**src/sv/wav_stream_parser_defines.svh**
```systemverilog
// assertion macros used by the wav stream parser rtl
`ifndef WAV_STREAM_PARSER_DEFINES_SVH
`define WAV_STREAM_PARSER_DEFINES_SVH

`ifndef NO_ASSERTIONS

`define WSP_ASSERT(lbl, prop) \
  lbl: assert property (@(posedge clk) disable iff (!rst_n) prop) \
    else $error("wav stream parser check failed");

`define WSP_ASSERT_RST(lbl, prop) \
  lbl: assert property (@(posedge clk) prop) \
    else $error("wav stream parser reset check failed");

`else

`define WSP_ASSERT(lbl, prop)

`define WSP_ASSERT_RST(lbl, prop)

`endif

`endif

```
**src/sv/wsp_pkg.sv**
```systemverilog
// types and constants of the wav stream parser
`default_nettype none

package wsp_pkg;

  localparam logic [31:0] TAG_RIFF = 32'h4646_4952;
  localparam logic [31:0] TAG_WAVE = 32'h4556_4157;
  localparam logic [31:0] TAG_FMT  = 32'h2074_6D66;
  localparam logic [31:0] TAG_DATA = 32'h6174_6164;

  typedef enum logic [3:0] {
    PH_RIFF_TAG   = 4'd0,
    PH_RIFF_SIZE  = 4'd1,
    PH_WAVE_TAG   = 4'd2,
    PH_CHUNK_TAG  = 4'd3,
    PH_CHUNK_SIZE = 4'd4,
    PH_FMT        = 4'd5,
    PH_DATA       = 4'd6,
    PH_SKIP       = 4'd7,
    PH_PAD        = 4'd8,
    PH_END_PEND   = 4'd9,
    PH_DONE       = 4'd10,
    PH_ERROR      = 4'd11
  } phase_t;

  typedef enum logic [1:0] {
    KIND_SAMPLE  = 2'd0,
    KIND_BAD_TAG = 2'd1,
    KIND_END     = 2'd2
  } kind_t;

endpackage

`default_nettype wire

```
**src/sv/wav_stream_parser.sv**
```systemverilog
// riff/wave byte stream parser giving 16-bit pcm sample pairs
// usage:
//   input channel: one file byte per word on in_byte, with in_file_start high
//   on the first byte of a file to restart the parser. a word is taken when
//   in_valid is high and in_stall is low.
//   output channel: at most one result word per input byte: a sample pair,
//   a bad tag error or end of riff data, along with the fmt chunk fields.
//   taken when out_valid is high and out_stall is low.
// timing:
//   a taken byte passes through the input register, then its result is held
//   in the result register on the outputs. one byte per cycle sustained while
//   out_stall is low; the parse state updates once per byte. bytes that give
//   no result still pass through the input register.
// reset:
//   rst_n low clears both stages and the parse state (expect riff tag).
// stall:
//   while out_stall holds a waiting result, the input register keeps its byte
//   and in_stall rises once it is full; nothing is dropped.
`default_nettype none
`include "wav_stream_parser_defines.svh"

module wav_stream_parser (
  input  wire logic               clk,
  input  wire logic               rst_n,
  input  wire logic               in_valid,
  output      logic               in_stall,
  input  wire logic [7:0]         in_byte,
  input  wire logic               in_file_start,
  output      logic               out_valid,
  input  wire logic               out_stall,
  output      logic [1:0]         out_result_kind,
  output      logic signed [15:0] out_left_sample,
  output      logic signed [15:0] out_right_sample,
  output      logic [15:0]        out_channels,
  output      logic [31:0]        out_sample_rate,
  output      logic [15:0]        out_bits_per_sample
);

  // input register
  logic       s1_valid_r;
  logic [7:0] s1_byte_r;
  logic       s1_start_r;
  logic       adv;

  // parse state
  wsp_pkg::phase_t phase_r, phase_nxt, phase_c;
  logic [1:0]  idx_r, idx_nxt, idx_c;
  logic [31:0] riff_left_r, riff_left_nxt, riff_left_c;
  logic [31:0] chunk_left_r, chunk_left_nxt, chunk_left_c;
  logic [31:0] chunk_tag_r, chunk_tag_nxt, chunk_tag_c;
  logic [31:0] acc_r, acc_nxt, acc_c;
  logic [4:0]  fmt_off_r, fmt_off_nxt, fmt_off_c;
  logic [15:0] format_code_r, format_code_nxt, format_code_c;
  logic [15:0] chan_r, chan_nxt, chan_c;
  logic [31:0] rate_r, rate_nxt, rate_c;
  logic [15:0] bits_r, bits_nxt, bits_c;
  logic [23:0] frame_r, frame_nxt, frame_c;
  logic [1:0]  frame_cnt_r, frame_cnt_nxt, frame_cnt_c;
  logic        pad_r, pad_nxt, pad_c;

  // result register
  logic               out_valid_r;
  wsp_pkg::kind_t     out_kind_r;
  logic signed [15:0] out_left_r, out_right_r;
  logic [15:0]        out_chan_r, out_bits_r;
  logic [31:0]        out_rate_r;

  // per-byte results
  logic           res_vld;
  wsp_pkg::kind_t res_kind;
  logic [15:0]    res_left, res_right;
  logic           counts;
  logic           body;
  logic [31:0]    tag_ref;
  logic [31:0]    b_ext;
  logic [4:0]     sh;

  assign adv      = s1_valid_r && (!out_valid_r || !out_stall);
  assign in_stall = s1_valid_r && !adv;

  always_ff @(posedge clk) begin
    if (!rst_n) begin
      s1_valid_r <= 1'b0;
      s1_start_r <= 1'b0;
    end else if (in_valid && !in_stall) begin
      s1_valid_r <= 1'b1;
      s1_start_r <= in_file_start;
    end else if (adv) begin
      s1_valid_r <= 1'b0;
    end
  end

  always_ff @(posedge clk) begin
    if (in_valid && !in_stall) begin
      s1_byte_r <= in_byte;
    end
  end

  // next parse state for the byte in the input register
  always_comb begin
    phase_c     = s1_start_r ? wsp_pkg::PH_RIFF_TAG : phase_r;
    idx_c       = s1_start_r ? 2'd0  : idx_r;
    riff_left_c = s1_start_r ? 32'd0 : riff_left_r;
    chunk_left_c = s1_start_r ? 32'd0 : chunk_left_r;
    chunk_tag_c = s1_start_r ? 32'd0 : chunk_tag_r;
    acc_c       = s1_start_r ? 32'd0 : acc_r;
    fmt_off_c   = s1_start_r ? 5'd0  : fmt_off_r;
    format_code_c = s1_start_r ? 16'd0 : format_code_r;
    chan_c      = s1_start_r ? 16'd0 : chan_r;
    rate_c      = s1_start_r ? 32'd0 : rate_r;
    bits_c      = s1_start_r ? 16'd0 : bits_r;
    frame_c     = s1_start_r ? 24'd0 : frame_r;
    frame_cnt_c = s1_start_r ? 2'd0  : frame_cnt_r;
    pad_c       = s1_start_r ? 1'b0  : pad_r;

    phase_nxt       = phase_c;
    idx_nxt         = idx_c;
    riff_left_nxt   = riff_left_c;
    chunk_left_nxt  = chunk_left_c;
    chunk_tag_nxt   = chunk_tag_c;
    acc_nxt         = acc_c;
    fmt_off_nxt     = fmt_off_c;
    format_code_nxt = format_code_c;
    chan_nxt        = chan_c;
    rate_nxt        = rate_c;
    bits_nxt        = bits_c;
    frame_nxt       = frame_c;
    frame_cnt_nxt   = frame_cnt_c;
    pad_nxt         = pad_c;

    res_vld   = 1'b0;
    res_kind  = wsp_pkg::KIND_SAMPLE;
    res_left  = 16'd0;
    res_right = 16'd0;
    body      = 1'b0;

    counts  = (phase_c >= wsp_pkg::PH_WAVE_TAG) && (phase_c <= wsp_pkg::PH_PAD);
    tag_ref = (phase_c == wsp_pkg::PH_RIFF_TAG) ? wsp_pkg::TAG_RIFF : wsp_pkg::TAG_WAVE;
    b_ext   = {24'd0, s1_byte_r};
    sh      = {idx_c, 3'b000};

    unique case (phase_c)
      wsp_pkg::PH_RIFF_TAG, wsp_pkg::PH_WAVE_TAG: begin
        if (s1_byte_r != tag_ref[sh +: 8]) begin
          res_vld  = 1'b1;
          res_kind = wsp_pkg::KIND_BAD_TAG;
        end else if (idx_c == 2'd3) begin
          idx_nxt = 2'd0;
          acc_nxt = 32'd0;
          if (phase_c == wsp_pkg::PH_RIFF_TAG) begin
            phase_nxt = wsp_pkg::PH_RIFF_SIZE;
          end else begin
            phase_nxt     = wsp_pkg::PH_CHUNK_TAG;
            chunk_tag_nxt = 32'd0;
          end
        end else begin
          idx_nxt = idx_c + 2'd1;
        end
      end
      wsp_pkg::PH_RIFF_SIZE: begin
        acc_nxt = acc_c | (b_ext << sh);
        if (idx_c == 2'd3) begin
          idx_nxt       = 2'd0;
          riff_left_nxt = acc_nxt;
          if (acc_nxt == 32'd0) begin
            res_vld   = 1'b1;
            res_kind  = wsp_pkg::KIND_END;
            phase_nxt = wsp_pkg::PH_DONE;
          end else begin
            phase_nxt = wsp_pkg::PH_WAVE_TAG;
          end
        end else begin
          idx_nxt = idx_c + 2'd1;
        end
      end
      wsp_pkg::PH_CHUNK_TAG: begin
        chunk_tag_nxt = chunk_tag_c | (b_ext << sh);
        if (idx_c == 2'd3) begin
          idx_nxt   = 2'd0;
          acc_nxt   = 32'd0;
          phase_nxt = wsp_pkg::PH_CHUNK_SIZE;
        end else begin
          idx_nxt = idx_c + 2'd1;
        end
      end
      wsp_pkg::PH_CHUNK_SIZE: begin
        acc_nxt = acc_c | (b_ext << sh);
        if (idx_c == 2'd3) begin
          idx_nxt        = 2'd0;
          chunk_left_nxt = acc_nxt;
          pad_nxt        = acc_nxt[0];
          acc_nxt        = 32'd0;
          if (chunk_left_nxt == 32'd0) begin
            phase_nxt     = wsp_pkg::PH_CHUNK_TAG;
            chunk_tag_nxt = 32'd0;
          end else if (chunk_tag_c == wsp_pkg::TAG_FMT) begin
            format_code_nxt = 16'd0;
            chan_nxt        = 16'd0;
            rate_nxt        = 32'd0;
            bits_nxt        = 16'd0;
            fmt_off_nxt     = 5'd0;
            phase_nxt       = wsp_pkg::PH_FMT;
          end else if (chunk_tag_c == wsp_pkg::TAG_DATA) begin
            frame_nxt     = 24'd0;
            frame_cnt_nxt = 2'd0;
            phase_nxt     = wsp_pkg::PH_DATA;
          end else begin
            phase_nxt = wsp_pkg::PH_SKIP;
          end
        end else begin
          idx_nxt = idx_c + 2'd1;
        end
      end
      wsp_pkg::PH_FMT: begin
        // byte offset inside the fmt body picks the field
        if (fmt_off_c < 5'd2) begin
          format_code_nxt = format_code_c |
                            (16'(s1_byte_r) << {fmt_off_c[0], 3'b000});
        end else if (fmt_off_c < 5'd4) begin
          chan_nxt = chan_c | (16'(s1_byte_r) << {fmt_off_c[0], 3'b000});
        end else if (fmt_off_c < 5'd8) begin
          rate_nxt = rate_c | (b_ext << {fmt_off_c[1:0], 3'b000});
        end else if (fmt_off_c >= 5'd14 && fmt_off_c < 5'd16) begin
          bits_nxt = bits_c | (16'(s1_byte_r) << {fmt_off_c[0], 3'b000});
        end
        if (fmt_off_c < 5'd16) begin
          fmt_off_nxt = fmt_off_c + 5'd1;
        end
        body = 1'b1;
      end
      wsp_pkg::PH_DATA: begin
        if (chan_c == 16'd1) begin
          if (frame_cnt_c == 2'd0) begin
            frame_nxt     = {16'd0, s1_byte_r};
            frame_cnt_nxt = 2'd1;
          end else begin
            res_vld       = 1'b1;
            res_left      = {s1_byte_r, frame_c[7:0]};
            res_right     = res_left;
            frame_nxt     = 24'd0;
            frame_cnt_nxt = 2'd0;
          end
        end else if (frame_cnt_c < 2'd3) begin
          frame_nxt     = frame_c | (24'(s1_byte_r) << {frame_cnt_c, 3'b000});
          frame_cnt_nxt = frame_cnt_c + 2'd1;
        end else begin
          res_vld       = 1'b1;
          res_left      = frame_c[15:0];
          res_right     = {s1_byte_r, frame_c[23:16]};
          frame_nxt     = 24'd0;
          frame_cnt_nxt = 2'd0;
        end
        body = 1'b1;
      end
      wsp_pkg::PH_SKIP: begin
        body = 1'b1;
      end
      wsp_pkg::PH_PAD: begin
        phase_nxt     = wsp_pkg::PH_CHUNK_TAG;
        idx_nxt       = 2'd0;
        chunk_tag_nxt = 32'd0;
      end
      wsp_pkg::PH_END_PEND: begin
        res_vld   = 1'b1;
        res_kind  = wsp_pkg::KIND_END;
        phase_nxt = wsp_pkg::PH_DONE;
      end
      default: begin
      end
    endcase

    // one byte of a chunk body used up
    if (body) begin
      chunk_left_nxt = chunk_left_c - 32'(chunk_left_c != 32'd0);
      if (chunk_left_nxt == 32'd0) begin
        if (pad_c) begin
          phase_nxt = wsp_pkg::PH_PAD;
        end else begin
          phase_nxt     = wsp_pkg::PH_CHUNK_TAG;
          idx_nxt       = 2'd0;
          chunk_tag_nxt = 32'd0;
        end
      end
    end

    // riff size bookkeeping; a pair on the last byte defers the end word
    if (res_vld && res_kind == wsp_pkg::KIND_BAD_TAG) begin
      phase_nxt = wsp_pkg::PH_ERROR;
    end else if (counts) begin
      riff_left_nxt = riff_left_c - 32'(riff_left_c != 32'd0);
      if (riff_left_nxt == 32'd0) begin
        if (res_vld) begin
          phase_nxt = wsp_pkg::PH_END_PEND;
        end else begin
          res_vld   = 1'b1;
          res_kind  = wsp_pkg::KIND_END;
          phase_nxt = wsp_pkg::PH_DONE;
        end
      end
    end
  end

  always_ff @(posedge clk) begin
    if (!rst_n) begin
      phase_r       <= wsp_pkg::PH_RIFF_TAG;
      idx_r         <= 2'd0;
      riff_left_r   <= 32'd0;
      chunk_left_r  <= 32'd0;
      chunk_tag_r   <= 32'd0;
      acc_r         <= 32'd0;
      fmt_off_r     <= 5'd0;
      format_code_r <= 16'd0;
      chan_r        <= 16'd0;
      rate_r        <= 32'd0;
      bits_r        <= 16'd0;
      frame_r       <= 24'd0;
      frame_cnt_r   <= 2'd0;
      pad_r         <= 1'b0;
    end else if (adv) begin
      phase_r       <= phase_nxt;
      idx_r         <= idx_nxt;
      riff_left_r   <= riff_left_nxt;
      chunk_left_r  <= chunk_left_nxt;
      chunk_tag_r   <= chunk_tag_nxt;
      acc_r         <= acc_nxt;
      fmt_off_r     <= fmt_off_nxt;
      format_code_r <= format_code_nxt;
      chan_r        <= chan_nxt;
      rate_r        <= rate_nxt;
      bits_r        <= bits_nxt;
      frame_r       <= frame_nxt;
      frame_cnt_r   <= frame_cnt_nxt;
      pad_r         <= pad_nxt;
    end
  end

  always_ff @(posedge clk) begin
    if (!rst_n) begin
      out_valid_r <= 1'b0;
    end else if (adv) begin
      out_valid_r <= res_vld;
    end else if (!out_stall) begin
      out_valid_r <= 1'b0;
    end
  end

  always_ff @(posedge clk) begin
    if (adv && res_vld) begin
      out_kind_r  <= res_kind;
      out_left_r  <= res_left;
      out_right_r <= res_right;
      out_chan_r  <= chan_nxt;
      out_rate_r  <= rate_nxt;
      out_bits_r  <= bits_nxt;
    end
  end

  assign out_valid           = out_valid_r;
  assign out_result_kind     = out_kind_r;
  assign out_left_sample     = out_left_r;
  assign out_right_sample    = out_right_r;
  assign out_channels        = out_chan_r;
  assign out_sample_rate     = out_rate_r;
  assign out_bits_per_sample = out_bits_r;

  `WSP_ASSERT_RST(a_reset_empty, !rst_n |=> !out_valid_r && !s1_valid_r)
  `WSP_ASSERT(a_kind_range, out_valid_r |-> out_kind_r != 2'd3)
  `WSP_ASSERT(a_non_sample_zero,
    out_valid_r && out_kind_r != wsp_pkg::KIND_SAMPLE |->
      out_left_r == 16'sd0 && out_right_r == 16'sd0)
  `WSP_ASSERT(a_silent_after_end,
    adv && res_vld && !s1_start_r |->
      phase_r != wsp_pkg::PH_DONE && phase_r != wsp_pkg::PH_ERROR)
  `WSP_ASSERT(a_end_pend_riff_empty,
    phase_r == wsp_pkg::PH_END_PEND |-> riff_left_r == 32'd0)

endmodule

`default_nettype wire

```
**config.mk**
```make
export PLATFORM = sky130hd
export DESIGN_NAME = wav_stream_parser
export DESIGN_NICKNAME = d
export VERILOG_FILES = /design/src/sv/wsp_pkg.sv /design/src/sv/wav_stream_parser.sv
export VERILOG_INCLUDE_DIRS = /design/src /design/src/sv
export SDC_FILE = /design/constraint.sdc
export NUM_CORES = 1
export LEC_CHECK = 0
export BUFFER_PORTS_ARGS = -buffer_cell sky130_fd_sc_hd__buf_2
export CORE_ASPECT_RATIO = 0.6
export CORE_MARGIN = 4
export CORE_UTILIZATION = 50
export DETAILED_ROUTE_END_ITERATION = 10
export PLACE_DENSITY_LB_ADDON = 0.3
export SLEW_MARGIN = 0
export SYNTH_ARGS = -nofsm -noshare
export SYNTH_HDL_FRONTEND = slang
export SYNTH_SLANG_ARGS = --single-unit
```
**constraint.sdc**
```tcl
create_clock -name clk -period 7.25 [get_ports clk]
set_clock_uncertainty 0.1 [all_clocks]
set_input_delay 1.45 -clock clk [delete_from_list [all_inputs] [get_ports clk]]
set_output_delay 1.45 -clock clk [all_outputs]
set_load 0.05 [all_outputs]
```
* After elaboration in Yosys (flattened, before gate mapping)
Index checks and enable logic that the tools add are counted.
** Cells by class
- Add/sub/neg operators :: 5
- Magnitude comparators :: 8
- Bitwise logic cells :: 6
- Shifts and indexed selects :: 5
- Multiplexer cells :: 130
- Reduce and logical (&&, ||, !) cells :: 23
- Equality and inequality tests :: 16
** Operators by type and width (count)
- $mux 32 :: 29
- $mux 16 :: 19
- $pmux 32 s4 :: 2
- $mux 24 :: 7
- $logic_not 32->1 :: 3
- $or 32x32->32 :: 3
- $pmux 16 s2 :: 2
- $pmux 32 s2 :: 1
- $reduce_bool 32->1 :: 2
- $shl 8x5->32 :: 2
- $sub 32x1->32 :: 2
- $mux 4 :: 13
- $pmux 24 s2 :: 1
- $mux 2 :: 22
- $eq 32x30->1 const B :: 1
- $eq 32x31->1 const B :: 1
- $or 16x16->16 :: 2
- $shiftx 32x6->8 :: 1
- $mux 26 :: 1
- $mux 5 :: 5
- $or 24x24->24 :: 1
- $pmux 4 s6 :: 1
- $shl 8x5->24 :: 1
- $mux 1 :: 20
- other kinds (34) :: 51
** Storage, ports and cells
- Output and inout port bits :: 100
- Register bits :: 339

* Depth between registers and ports, before layout
- Word-level depth :: 12
- Mapped depth :: 22
- Depth with buffers taken out :: 16

* Least setup slack after synthesis
Ideal clock, no wire load.
- Kind :: flip-flop to flip-flop
- Start :: register s1_start_r
- End :: register out_bits_r[0], in the netlist out_bits_per_sample[0] (enable)
- Library setup time :: 0.452 ns
- Arrival :: 6.621 ns
- Setup slack :: 0.078 ns
- Cell stages (with the launch flop) :: 22
- Cell sequence :: dfxtp_1 clkbuf_1 clkbuf_1 buf_2 clkbuf_1 clkbuf_1 clkbuf_1 clkbuf_1 clkbuf_1 a41oi_1 ha_1 ha_1 and2_1 clkbuf_1 a31oi_1 nor3_1 nor3_1 or3b_2 nor3_1 nand2_1 a21o_1 inv_1
** Between the ends
- Longest elaborated chain between the ends :: 11
- Elaborated cells on any way between the ends :: 45
- Classes of those cells :: add/sub: 1; order compare: 3; eq/ne: 8; shift: 2; mux: 21; bitwise: 1; reduce/logical: 9
** RTL lines
- start: declaration :: RTL line wav_stream_parser.sv:42 : logic s1_start_r;
- start signal: assignment :: RTL line wav_stream_parser.sv:87 : s1_start_r <= in_file_start;
- branches (longest 9 deep; another with $sub 32x1->32)
- $mux 1 (*) :: RTL line wav_stream_parser.sv:287 : if (res_vld && res_kind == wsp_pkg::KIND_BAD_TAG) begin
- $logic_and 1x1->1 (*) :: RTL line wav_stream_parser.sv:348 : if (adv && res_vld) begin
- end signal: assignment :: RTL line wav_stream_parser.sv:354 : out_bits_r <= bits_nxt;
- end: declaration :: RTL line wav_stream_parser.sv:65 : logic [15:0] out_chan_r, out_bits_r;
Every way passes the cells marked *.
A chain may end at the register's enable or synchronous reset.

* Worst setup path after layout
- Start :: register riff_left_r[13]
- End :: register out_rate_r[27], in the netlist out_sample_rate[27] (enable)
** Between the ends
- Longest elaborated chain between the ends :: 8
** RTL lines
- start: declaration :: RTL line wav_stream_parser.sv:48 : logic [31:0] riff_left_r, riff_left_nxt, riff_left_c;
- start signal: assignment :: RTL line wav_stream_parser.sv:322 : riff_left_r <= riff_left_nxt;
- $mux 32 (*) :: RTL line wav_stream_parser.sv:103 : riff_left_c = s1_start_r ? 32'd0 : riff_left_r;
- $reduce_bool 32->1 :: RTL line wav_stream_parser.sv:290 : riff_left_nxt = riff_left_c - 32'(riff_left_c != 32'd0);
- $sub 32x1->32 (*) :: RTL line wav_stream_parser.sv:290
- $logic_not 32->1 (*) :: RTL line wav_stream_parser.sv:291 : if (riff_left_nxt == 32'd0) begin
- $mux 1 (*) :: RTL line wav_stream_parser.sv:291
- $mux 1 (*) :: RTL line wav_stream_parser.sv:289 : end else if (counts) begin
- $mux 1 (*) :: RTL line wav_stream_parser.sv:287
- $logic_and 1x1->1 (*) :: RTL line wav_stream_parser.sv:348
- end signal: assignment :: RTL line wav_stream_parser.sv:353 : out_rate_r <= rate_nxt;
- end: declaration :: RTL line wav_stream_parser.sv:66 : logic [31:0] out_rate_r;
Every way passes the cells marked *; elsewhere a longest branch is shown, timed or not.

==> metrics.txt <==
post-route DRC violation count=0; slowest cell on the critical path=ha_1; post-synth cell types=84; area leader, netlist=dfxtp_1; layout cells sized above 1=12.00%; global-route wire length before repair=102,200 um; unrepaired setup endpoints after global routing=no; number of setup buffers added after CTS=0; insertion delay to the later sink of the worst-skew pair=550 ps; total via count in the routed design=18,490; dominant synthesized flop cell=dfxtp_1; worst-margin pin slew=1392 ps; cell area power density=245.0 nW/um^2; number of enable-type register cells in the synthesized netlist=106; die outline height=156.7 um; sequential-to-total area share from yosys stat=42.62%; gr usage total=32.39%; Post-Place Worst Slack=1257 ps; synthesized cell area=18,410 um^2; Pre-Repair DR Iteration Count=7; number of cell rows=54; WL/cell=24.88 um; register bit total from synthesis=339; Die Footprint=40,060 um^2; clock slew seen by the registers of the worst setup and hold paths=60 ps; most instantiated library cell after synthesis=nand2_1; die outline width=255.8 um; final setup violating endpoints=0; effective utilization at floorplan=50.66%; setup slack of the critical path after layout=1090 ps; fmax=0.1623 GHz; IO buf count=112; cell count after synthesis=2,209; worst rel slew slack=6.337%; number of max-cap violations=0; Post-layout nets=2,245; leakage power total=7.678 nW; Hold WS=360.3 ps; largest net degree at the start of global routing=145; maximum count of clock buffers along a single path=3; count of cells resized by post-cts repair=0; Yosys Warn Count=0; number of placed instances, taps included=2,664; Clock Root Buffer=clkbuf_16; count of hold buffers inserted by post-cts repair=0; mean cell area of the mapped netlist=8.336 um^2; CTS sink count=339; area share of the largest cell type after synthesis=25.33%; clock tree from TritonCTS=done; Remaining Overflow, GRT=0; total count of hold-check failures in the final report=0; data arrival at the endpoint of the critical path=6280 ps; launching element type of the critical path=flip-flop; share of the clock period used by the worst path=84.97%; Critical Path, Cell by Cell=or4_1, nor4_2, buf_4, nand2_1, nor2_1, a41oi_1, ha_1, ha_1, buf_4, or3b_2, nor3_1, a31oi_1, nor3_1, nand3_1, nor4_1, nand2_1, a21o_1, inv_4, buf_12; total buffers and inverters traversed by the critical path=4; Max Slew Vio Count=0; initial antenna violation count=6; final setup TNS=0 ps; worst hold path type=reg -> reg; final standard cell count with taps included and fillers excluded=2,727; crit path time final=6160 ps; Critical Path Max Stage Delay=530 ps; Placeable Area=36,350 um^2; largest cells by area after synthesis=dfxtp_1 25%, edfxtp_1 17%, nand2_1 5.1%, nor2_1 4.6%, o21ai_0 4.5%; CP delay by family, top=simple AND/OR/NAND/NOR gates; per-cell via count in the routed design=6.780; crit path kind=reg -> reg; number of global-route vias before repair=16,540; endpoint kind of the worst setup timing path=flip-flop; largest fanout of any net on the critical path=36; Inserted Clock Buffers=34; Post-Route Utilization=56.26%; Commonest cells post-synth=252 x nand2_1, 233 x dfxtp_1, 225 x nor2_1, 165 x clkbuf_1, 165 x o21ai_0; DP HPWL=46,510 um; final antenna-violating net count=0; critical path data required time=7370 ps; status=finished clean; final RePlAce weighted congestion=0.9551; worst voltage drop across the vdd grid=0.0001734 V; net count of the mapped netlist=2,230; I/O pin count=113; maximum level of the CTS H-tree=2; Detailed Route Iter0 Violations=2,324; drt total wl=67,840 um; layout overhead on the synthesized area=11.07%; ys async rst share=0%
## worst register-to-register path, delay by kind of cell (launching register included)
family | cells | cell delay (ps)
buffers and inverters | 4 | 1070
DFF | 1 | 500
adders and majority gates | 2 | 1010
AOI/OAI and AO/OA | 3 | 640
and+or+nand+nor | 10 | 2490
## kinds of logic (layout without fill, tap and decap cells)
logic type | count (synthesis) | in the layout | synth area share (%)
AND/OR/NAND/NOR | 885 | 885 | 23.86
AO/OA/AOI/OAI | 731 | 731 | 27.07
multiplexers | 13 | 13 | 0.7542
XOR/XNOR | 5 | 5 | 0.2379
buffers and inverters | 228 | 269 | 4.913
other | 0 | 1 | 0
flip-flops | 339 | 339 | 42.62
adder cells (fa/ha/maj) | 8 | 8 | 0.5436
## flip-flops by register name, indices dropped and copies added, names as in the netlist, 2 cells and up
| register | flops |
|---|---|
| out_result_kind | 2 |
| frame_r | 24 |
| out_channels | 16 |
| frame_cnt_r | 2 |
| bits_r | 16 |
| out_right_sample | 16 |
| s1_byte_r | 8 |
| acc_r | 32 |
| chunk_left_r | 32 |
| fmt_off_r | 5 |
| out_sample_rate | 32 |
| out_left_sample | 16 |
| chunk_tag_r | 32 |
| phase_r | 4 |
| chan_r | 16 |
| idx_r | 2 |
| riff_left_r | 32 |
| rate_r | 32 |
| out_bits_per_sample | 16 |
## placed cells by master (no fill, tap or decap), types with 11 or more instances in the layout
master and n:
edfxtp_1 106, o211ai_1 34, and3_1 20, buf_4 58, a32oi_1 22, a211oi_1 55
o211a_1 37, a221o_1 14, and2_1 26, inv_1 31, a32o_1 11, nand2b_1 61
o21ai_0 164, o2bb2ai_1 13, nor3_1 74, or4_1 18, o22ai_1 12, a22o_1 41
nor2b_1 28, buf_2 112, a31oi_1 32, dfxtp_1 232, a21oi_1 161, nand3_1 38
clkbuf_16 35, a22oi_1 37, nand2_1 251, nand4_1 24, nor4_1 40, or3_1 16
nor2_1 224
## final cells by class
cell class | instances | area (um^2)
fillers | 3255 | 15900
multi-input cells | 1642 | 9702
flip-flops and latches | 339 | 7851
repair buffers | 173 | 1056
clock buffers | 43 | 935.9
well taps | 476 | 595.6
clock inverters | 19 | 176.4
inverters | 34 | 132.6
diodes | 1 | 2.502
## power breakdown
| part | internal [W] | switching [W] | leakage, nW |
|---|---|---|---|
| Sequential | 0.00202 | 0.0000537 | 2.91 |
| Combinational | 0.000335 | 0.000790 | 4.22 |
| Clock | 0.000999 | 0.000810 | 0.539 |
| Total | 0.00336 | 0.00165 | 7.68 |
## stage by stage
step	total power, W	instance area [um^2]
3_5_place_dp	0.003197	19340
3_3_place_gp	0.003197	19340
5_1_grt	0.005170	20450
4_1_cts	0.004978	20450
2_1_floorplan	0.002823	18410
6_report	0.005011	20450
## worst paths after layout
| path | from | slack, ps | depth (start not counted) | end |
|---|---|---|---|---|
| setup / recovery | riff_left_r[13] | 1090 | 19 | out_sample_rate[27] |
| hold / removal | bits_r[14] | 360 | 2 | bits_r[14] |
| setup reg to reg | riff_left_r[13] | 1090 | 19 | out_sample_rate[27] |
| hold reg to reg | bits_r[14] | 360 | 2 | bits_r[14] |
## per-layer routing
| layer | share of wire [%] | vias to the layer above | GRT usage, % |
|---|---|---|---|
| li1 | - | 8288 | - |
| met1 | 44 | 8883 | 47.79 |
| met2 | 39 | 1160 | 44.11 |
| met3 | 15 | 151 | 12.91 |
| met4 | 2.4 | 8 | 7.670 |
| met5 | 0.063 | - | 0 |
(Power assumes the default switching activity.)
